`config.mk`:
```
export PLATFORM = sky130hd
export DESIGN_NAME = multiple_run_byte_reverser
export DESIGN_NICKNAME = d
export VERILOG_FILES = /design/src/rtl/mrbr_pkg.sv /design/src/rtl/mrbr_dp.sv /design/src/rtl/mrbr_ctrl.sv /design/src/rtl/multiple_run_byte_reverser.sv
export SDC_FILE = /design/constraint.sdc
export NUM_CORES = 1
export LEC_CHECK = 0
export ABC_CLOCK_PERIOD_IN_PS = 7700
export BUFFER_PORTS_ARGS = -buffer_cell sky130_fd_sc_hd__buf_2
export CAP_MARGIN = 10
export CORE_ASPECT_RATIO = 0.7
export CORE_MARGIN = 2
export CORE_UTILIZATION = 57
export CTS_CLUSTER_SIZE = 24
export DETAILED_ROUTE_END_ITERATION = 16
export PLACE_DENSITY_LB_ADDON = 0.08
export SYNTH_ARGS = -nofsm -noshare
export SYNTH_HDL_FRONTEND = slang
export SYNTH_SLANG_ARGS = --single-unit
```
`constraint.sdc`:
```
create_clock -name i_clk -period 7.7 [get_ports i_clk]
set_input_delay 0.385 -clock i_clk [delete_from_list [all_inputs] [get_ports i_clk]]
set_output_delay 0.385 -clock i_clk [all_outputs]
set_load 0.02 [all_outputs]
```
`src/rtl/mrbr_pkg.sv`:
```
// ----------------------------------------------------------------------------
// mrbr_pkg - shared types for the multiple-run byte reverser
// Command and status groups passed between the controller and the datapath.
// ----------------------------------------------------------------------------
`default_nettype none

package mrbr_pkg;

    localparam int BYTE_W = 8;

    // controller -> datapath
    typedef struct packed {
        logic load;      // latch input beat, start remainder
        logic div_step;  // one nibble of the remainder
        logic push;      // push held byte onto the stack
        logic pop;       // read top of stack, decrement count
        logic emit;      // load output register
        logic emit_pass; // 1: the input byte, 0: the popped byte
        logic emit_last; // last result of this input beat
        logic emit_ovf;  // run released because the stack filled
    } t_cmd;

    // datapath -> controller
    typedef struct packed {
        logic match;     // byte is a multiple of the multiplier
        logic pkt_end;   // latched packet end flag
        logic cnt_zero;  // stack empty
        logic cnt_last;  // one push short of full
        logic out_free;  // output register can take a beat
    } t_sts;

endpackage

`default_nettype wire

```
`src/rtl/mrbr_dp.sv`:
```
// ----------------------------------------------------------------------------
// mrbr_dp - datapath of the multiple-run byte reverser
// Multiplier register, nibble-serial remainder unit, run stack memory and
// the output register.
// ----------------------------------------------------------------------------
`default_nettype none

module mrbr_dp #(
    parameter int RUN_DEPTH = 63
) (
    input  wire logic                       i_clk,
    input  wire logic                       i_rst_n,
    input  wire logic                       i_cfg_we,
    input  wire logic [mrbr_pkg::BYTE_W-1:0] i_cfg_wdata,
    input  wire logic [mrbr_pkg::BYTE_W-1:0] i_byte,
    input  wire logic                       i_end,
    input  wire mrbr_pkg::t_cmd             i_cmd,
    output mrbr_pkg::t_sts                  o_sts,
    input  wire logic                       i_m_tready,
    output logic                            o_m_tvalid,
    output logic [mrbr_pkg::BYTE_W-1:0]      o_m_tdata,
    output logic                            o_m_tlast,
    output logic [1:0]                      o_m_tuser
);

    localparam int CNT_W  = $clog2(RUN_DEPTH + 1);
    localparam int ADDR_W = $clog2(RUN_DEPTH);
    localparam int NIB_W  = mrbr_pkg::BYTE_W / 2;
    localparam logic [CNT_W-1:0] CNT_LAST = CNT_W'(RUN_DEPTH - 1);

    typedef logic [mrbr_pkg::BYTE_W-1:0] t_byte;

    t_byte            r_mult;
    t_byte            r_byte;
    logic             r_end;
    t_byte            r_div;
    t_byte            r_dvd;
    t_byte            r_rem;
    logic [CNT_W-1:0] r_cnt;
    t_byte            r_rd_data;
    t_byte            r_stack [RUN_DEPTH];

    logic             r_valid;
    t_byte            r_out_byte;
    logic             r_out_end;
    logic             r_out_last;
    logic             r_out_ovf;

    logic [CNT_W-1:0] n_cnt_dec;

    // restoring remainder over one nibble of dividend bits
    function automatic t_byte rem_nibble(input t_byte rem, input t_byte d,
                                         input logic [NIB_W-1:0] bits);
        logic [mrbr_pkg::BYTE_W:0] t;
        t_byte r;
        r = rem;
        for (int i = NIB_W - 1; i >= 0; i--) begin
            t = {r, bits[i]};
            if (t >= {1'b0, d})
                t = t - {1'b0, d};
            r = t[mrbr_pkg::BYTE_W-1:0];
        end
        return r;
    endfunction

    assign n_cnt_dec = r_cnt - CNT_W'(1);

    always_ff @(posedge i_clk) begin
        if (!i_rst_n) begin
            r_mult  <= '0;
            r_cnt   <= '0;
            r_valid <= 1'b0;
        end else begin
            if (i_cfg_we)
                r_mult <= i_cfg_wdata;
            if (i_cmd.push)
                r_cnt <= r_cnt + CNT_W'(1);
            else if (i_cmd.pop)
                r_cnt <= n_cnt_dec;
            if (i_cmd.emit)
                r_valid <= 1'b1;
            else if (i_m_tready)
                r_valid <= 1'b0;
        end
    end

    // payload and remainder registers
    always_ff @(posedge i_clk) begin
        if (i_cmd.load) begin
            r_byte <= i_byte;
            r_end  <= i_end;
            r_div  <= r_mult;
            r_dvd  <= i_byte;
            r_rem  <= '0;
        end else if (i_cmd.div_step) begin
            r_rem <= rem_nibble(r_rem, r_div, r_dvd[mrbr_pkg::BYTE_W-1 -: NIB_W]);
            r_dvd <= {r_dvd[NIB_W-1:0], {NIB_W{1'b0}}};
        end
        if (i_cmd.emit) begin
            r_out_byte <= i_cmd.emit_pass ? r_byte : r_rd_data;
            r_out_last <= i_cmd.emit_last;
            r_out_end  <= i_cmd.emit_last & r_end;
            r_out_ovf  <= i_cmd.emit_ovf;
        end
    end

    // run stack
    always_ff @(posedge i_clk) begin
        if (i_cmd.push)
            r_stack[r_cnt[ADDR_W-1:0]] <= r_byte;
        if (i_cmd.pop)
            r_rd_data <= r_stack[n_cnt_dec[ADDR_W-1:0]];
    end

    assign o_sts.match    = (r_div != '0) && (r_rem == '0);
    assign o_sts.pkt_end  = r_end;
    assign o_sts.cnt_zero = (r_cnt == '0);
    assign o_sts.cnt_last = (r_cnt == CNT_LAST);
    assign o_sts.out_free = !r_valid || i_m_tready;

    assign o_m_tvalid = r_valid;
    assign o_m_tdata  = r_out_byte;
    assign o_m_tlast  = r_out_end;
    assign o_m_tuser  = {r_out_ovf, r_out_last};

endmodule

`default_nettype wire

```
`src/rtl/mrbr_ctrl.sv`:
```
// ----------------------------------------------------------------------------
// mrbr_ctrl - sequencer of the multiple-run byte reverser
// Steps the remainder, decides push or release, and walks the stack out.
// ----------------------------------------------------------------------------
`default_nettype none

module mrbr_ctrl (
    input  wire logic           i_clk,
    input  wire logic           i_rst_n,
    input  wire logic           i_s_tvalid,
    output logic                o_s_tready,
    input  wire mrbr_pkg::t_sts i_sts,
    output mrbr_pkg::t_cmd      o_cmd
);

    typedef enum logic [2:0] {
        S_IDLE,
        S_DIV0,
        S_DIV1,
        S_DECIDE,
        S_RD,
        S_LD,
        S_PASS
    } t_state;

    t_state r_state;
    logic   r_pass;   // input byte still to follow the released run
    logic   r_ovf;

    always_ff @(posedge i_clk) begin
        if (!i_rst_n) begin
            r_state <= S_IDLE;
            r_pass  <= 1'b0;
            r_ovf   <= 1'b0;
        end else begin
            unique case (r_state)
                S_IDLE: begin
                    if (i_s_tvalid)
                        r_state <= S_DIV0;
                end
                S_DIV0: r_state <= S_DIV1;
                S_DIV1: r_state <= S_DECIDE;
                S_DECIDE: begin
                    if (i_sts.match) begin
                        r_pass <= 1'b0;
                        if (i_sts.pkt_end) begin
                            r_ovf   <= 1'b0;
                            r_state <= S_RD;
                        end else if (i_sts.cnt_last) begin
                            r_ovf   <= 1'b1;
                            r_state <= S_RD;
                        end else begin
                            r_state <= S_IDLE;
                        end
                    end else begin
                        r_pass  <= 1'b1;
                        r_ovf   <= 1'b0;
                        r_state <= i_sts.cnt_zero ? S_PASS : S_RD;
                    end
                end
                S_RD: r_state <= S_LD;
                S_LD: begin
                    if (i_sts.out_free) begin
                        if (!i_sts.cnt_zero)
                            r_state <= S_RD;
                        else if (r_pass)
                            r_state <= S_PASS;
                        else
                            r_state <= S_IDLE;
                    end
                end
                S_PASS: begin
                    if (i_sts.out_free)
                        r_state <= S_IDLE;
                end
                default: r_state <= S_IDLE;
            endcase
        end
    end

    always_comb begin
        o_cmd          = '0;
        o_s_tready     = (r_state == S_IDLE);
        o_cmd.load     = (r_state == S_IDLE) && i_s_tvalid;
        o_cmd.div_step = (r_state == S_DIV0) || (r_state == S_DIV1);
        o_cmd.push     = (r_state == S_DECIDE) && i_sts.match;
        o_cmd.pop      = (r_state == S_RD);
        if (r_state == S_LD) begin
            o_cmd.emit      = i_sts.out_free;
            o_cmd.emit_last = i_sts.cnt_zero && !r_pass;
            o_cmd.emit_ovf  = r_ovf;
        end
        if (r_state == S_PASS) begin
            o_cmd.emit      = i_sts.out_free;
            o_cmd.emit_pass = 1'b1;
            o_cmd.emit_last = 1'b1;
        end
    end

endmodule

`default_nettype wire

```
`src/rtl/multiple_run_byte_reverser.sv`:
```
// ----------------------------------------------------------------------------
// multiple_run_byte_reverser - reverses runs of bytes that are multiples of a
// configured value
// ----------------------------------------------------------------------------
// A beat is taken only while the block is idle. Each byte passes through
// accept, two nibble steps of the remainder unit and decide before it is held
// or released; a held byte gives no output beat. A release pops the stack
// through its single registered read port, and a non-matching byte then
// follows the run as a beat of its own. Output beats wait in a register,
// so downstream stalls only slow the release. Multiplier of zero passes every
// byte. tuser[0] marks the last beat caused by one input beat, tuser[1] a run
// released because the stack filled. No clearing pass.
// ----------------------------------------------------------------------------
`default_nettype none

module multiple_run_byte_reverser #(
    parameter int RUN_DEPTH = 63
) (
    input  wire logic       i_clk,
    input  wire logic       i_rst_n,
    input  wire logic       i_cfg_we,
    input  wire logic [7:0] i_cfg_wdata,   // multiplier
    input  wire logic       i_s_tvalid,
    output logic            o_s_tready,
    input  wire logic [7:0] i_s_tdata,     // [7:0] data_byte
    input  wire logic       i_s_tlast,     // packet_end
    output logic            o_m_tvalid,
    input  wire logic       i_m_tready,
    output logic [7:0]      o_m_tdata,     // [7:0] out_byte
    output logic            o_m_tlast,     // out_packet_end
    output logic [1:0]      o_m_tuser      // [0] last_of_run, [1] overflow
);

    mrbr_pkg::t_cmd w_cmd;
    mrbr_pkg::t_sts w_sts;

    mrbr_ctrl u_ctrl (
        .i_clk      (i_clk),
        .i_rst_n    (i_rst_n),
        .i_s_tvalid (i_s_tvalid),
        .o_s_tready (o_s_tready),
        .i_sts      (w_sts),
        .o_cmd      (w_cmd)
    );

    mrbr_dp #(
        .RUN_DEPTH (RUN_DEPTH)
    ) u_dp (
        .i_clk       (i_clk),
        .i_rst_n     (i_rst_n),
        .i_cfg_we    (i_cfg_we),
        .i_cfg_wdata (i_cfg_wdata),
        .i_byte      (i_s_tdata),
        .i_end       (i_s_tlast),
        .i_cmd       (w_cmd),
        .o_sts       (w_sts),
        .i_m_tready  (i_m_tready),
        .o_m_tvalid  (o_m_tvalid),
        .o_m_tdata   (o_m_tdata),
        .o_m_tlast   (o_m_tlast),
        .o_m_tuser   (o_m_tuser)
    );

endmodule

`default_nettype wire

```
==> impl_metrics.yaml <==
route:
  drc: 0
  drtAntennaViolNets: 0
  drt-initial-drc-count: 1097
  dr.pass1.iters: 4
  vias: 12150
  drt-vias-per-instance: 6.27
  wl_per_cell_um: 27.7
  routed_wl_um: 53700
sta:
  finalCriticalPeriod_ns: 7.49
  worstMarginPinSlew_ns: 1.01
  fin_skew_ns: 0.0256
  setup_violations: 0
  period_share: 0.972
  slew_headroom: 0.327
  fmax_mhz: 134
  maxSlewViolCount: 0
  hold_violations: 0
  finalHoldWorstSlack_ns: 0.0708
worst_hold_path:
  min_path_type: "in2reg"
clock_tree:
  h-tree-depth: 2
  clk_pin_slew_ns: 0.06
  clk_path_buf_depth: 3
  cts.sinks: 576
  numCtsBuffers: 52
  root_buffer: "clkbuf_16"
  cts_tree: "yes"
  clk_latency_ns: 0.59
floorplanning:
  core_area_mm2: 0.0413
  die_w_um: 250
  chipHeight_um: 176
  die-area_mm2: 0.0440
  start_util: 0.583
  num_rows: 62
  io_pins: 35
placed_design:
  dp.cells: 1827
  gp_congestion: 0.884
  place_area_mm2: 0.0251
  dp_hpwl_um: 33200
  portBuffers: 34
worst_setup_path:
  max_stage_delay_ns: 0.41
  critical-path-slowest-cell: "mux2_2"
  crit_required_ns: 8.17
  critPathMaxFanout: 5
  criticalPathCategory: "reg2reg"
  cp-start-kind: "flop"
  crit_path_frequent_cell: "ha_1"
  worstSetupEndpointType: "flop"
  cp.arrival_ns: 7.95
global_routing:
  first_global_vias: 11932
  antenna_found_initial: 1
  grt_pass1_wl_um: 79600
  grt_max_degree: 73
  track_usage: 0.250
  grt-ovfl-total: 0
synthesis:
  synth_largest_area_cell: "edfxtp_1"
  async_flop_share: 0
  syn-num-nets: 1326
  synth_ff_type: "edfxtp_1"
  syn-cell-area_mm2: 0.0241
  yosysWarnings: 0
  ys_ff_latch: 576
  yosysTopAreaCellShare: 0.683
  synthesis.instances: 1265
  yosysSeqAreaShare: 0.706
  synth_edf_count: 548
  yosysUniqueCellTypes: 73
  syn_area_per_cell_um2: 19.1
  synth_area_leaders: "edfxtp_1 68%, mux4_2 15%, dfxtp_1 2.3%, ha_1 1.8%, nor2_1 1.5%"
run_status:
  status: "finished, final reports clean"
job:
  drv_cap: 0
power:
  irDropWorstVdd_uv: 745
  p_leak_uw: 0.00859
  powerDensity_mw_per_mm2: 417
cells_and_area:
  multiInputGateArea_mm2: 0.00688
  drive_above_1_share: 0.266
  final_area_mm2: 0.0268
  areaGrowthSynthToFinish_pct: 11.3
  final_cells: 1937
  diodes: 0
  seq_area_mm2: 0.0170
  final_util: 0.649
  fillerInstances: 2818
  final_nets: 1413
logic make-up after synthesis:
group	after synthesis	share of synthesized area
flops	576	0.706
xor+xnor	27	0.00981
buf+inv	81	0.0140
fa+ha+maj	39	0.0215
compound gates	103	0.0304
mux	213	0.173
simple gates	226	0.0454
through the flow:
step           power (uW)  setup WS, ns  setup TNS, ns
2_1_floorplan        7130         0.378              0
3_3_place_gp         8310         0.146              0
3_5_place_dp         8340        -0.135         -0.587
4_1_cts             10800       0.00323              0
5_1_grt             11800        -0.123         -0.624
6_report            11200         0.212              0
final timing paths:
path | startpoint | end | slack [ns] | cells past startpoint
hold reg to reg | u_dp.r_mult[7]$_SDFFE_PN0P_ | u_dp.r_div[7]$_DFFE_PP_ | 0.46 | 0
setup / recovery | u_dp.r_dvd[7]$_DFFE_PP_ | u_dp.r_rem[7]$_SDFFE_PP0P_ | 0.21 | 33
hold / removal | i_cfg_wdata[6] | u_dp.r_mult[6]$_SDFFE_PN0P_ | 0.07 | 3
setup reg to reg | u_dp.r_dvd[7]$_DFFE_PP_ | u_dp.r_rem[7]$_SDFFE_PP0P_ | 0.21 | 33
state kept, by name, summed over array words and instances, names as in the netlist:
name and count:
u_dp.r_byte 8, u_dp.r_stack 504, u_dp.r_div 8, u_ctrl.r_ovf 1, u_ctrl.r_state 3, u_dp.o_m_tdata 8, u_dp.r_rd_data 8, u_dp.o_m_tvalid 1
u_ctrl.r_pass 1, u_dp.r_dvd 8, u_dp.r_out_ovf 1, u_dp.r_mult 8, u_dp.r_rem 8, u_dp.r_end 1, u_dp.o_m_tlast 1, u_dp.r_cnt 6
u_dp.r_out_last 1
worst max-delay path: cells and delay by family, from the launching register on:
kind	cells	cell delay (ns)
AO/OA/AOI/OAI	16	3.13
adder cells (fa/ha/maj)	5	1.41
buffers and inverters	2	0.13
flip-flops	1	0.40
multiplexers	3	1.13
AND/OR/NAND/NOR	7	1.21
cells in the mapped netlist, drive strengths merged, types with 2 or more instances:
master / n
mux2: 28
a211oi: 4
nor2b: 14
and2b: 3
fa: 4
a22o: 2
nand2: 40
nor4: 5
a211o: 2
ha: 35
and4: 2
nand3: 10
and2: 9
a31oi: 7
a21boi: 2
a31o: 2
nor3: 14
o21a: 6
a21oi: 27
dfxtp: 28
o221a: 2
buf: 15
a221oi: 2
o211ai: 2
inv: 26
xnor2: 16
or2: 3
edfxtp: 548
nand2b: 5
mux2i: 25
o21ai: 22
nand3b: 5
a21o: 10
or3: 4
clkbuf: 40
nor2: 96
xor2: 11
and3: 12
mux4: 160
where the power goes:
part,switching (uW),internal [uW]
Clock,1090,1310
Combinational,2690,2500
Sequential,48.6,3560
Total,3830,7360
final cells by class:
type                            count  share of cell area
Multi-Input combinational cell    608               0.256
Timing Repair Buffer               88              0.0227
Clock inverter                     23             0.00452
Inverter                           26             0.00364
Clock buffer                       72              0.0536
Sequential cell                   576               0.634
Tap cell                          544              0.0254
layout by cell type (no fill, tap or decap), drive strengths merged, types with 9 or more instances in the layout:
master,netlist,layout
edfxtp,548,548
mux4,160,160
nor2,96,96
buf,15,79
clkbuf,40,72
nand2,40,40
ha,35,35
dfxtp,28,28
mux2,28,28
inv,26,27
a21oi,27,27
mux2i,25,25
o21ai,22,22
clkinv,0,21
xnor2,16,16
nor2b,14,14
nor3,14,14
and3,12,12
xor2,11,11
nand3,10,10
a21o,10,10
dlygate4sd3,0,9
and2,9,9
timing repair:
item	CTS	global route
setup buffers	0	6
pin swaps	1	3
hold buffers	9	0
hold endpoints to repair	9	0
gates resized for setup	2	14
endpoints found under the setup margin	6	8
metal layers:
| layer | share of wire | up-vias | wire (um) | global-route usage |
|---|---|---|---|---|
| li1 | - | 5306 | - | - |
| met1 | 0.45 | 6333 | 24300 | 0.400 |
| met2 | 0.45 | 442 | 24300 | 0.361 |
| met3 | 0.076 | 69 | 4070 | 0.0485 |
| met4 | 0.018 | 0 | 965 | 0.0572 |
| met5 | 0 | - | 0 | 0 |
Power figures use the tool's default switching activity.
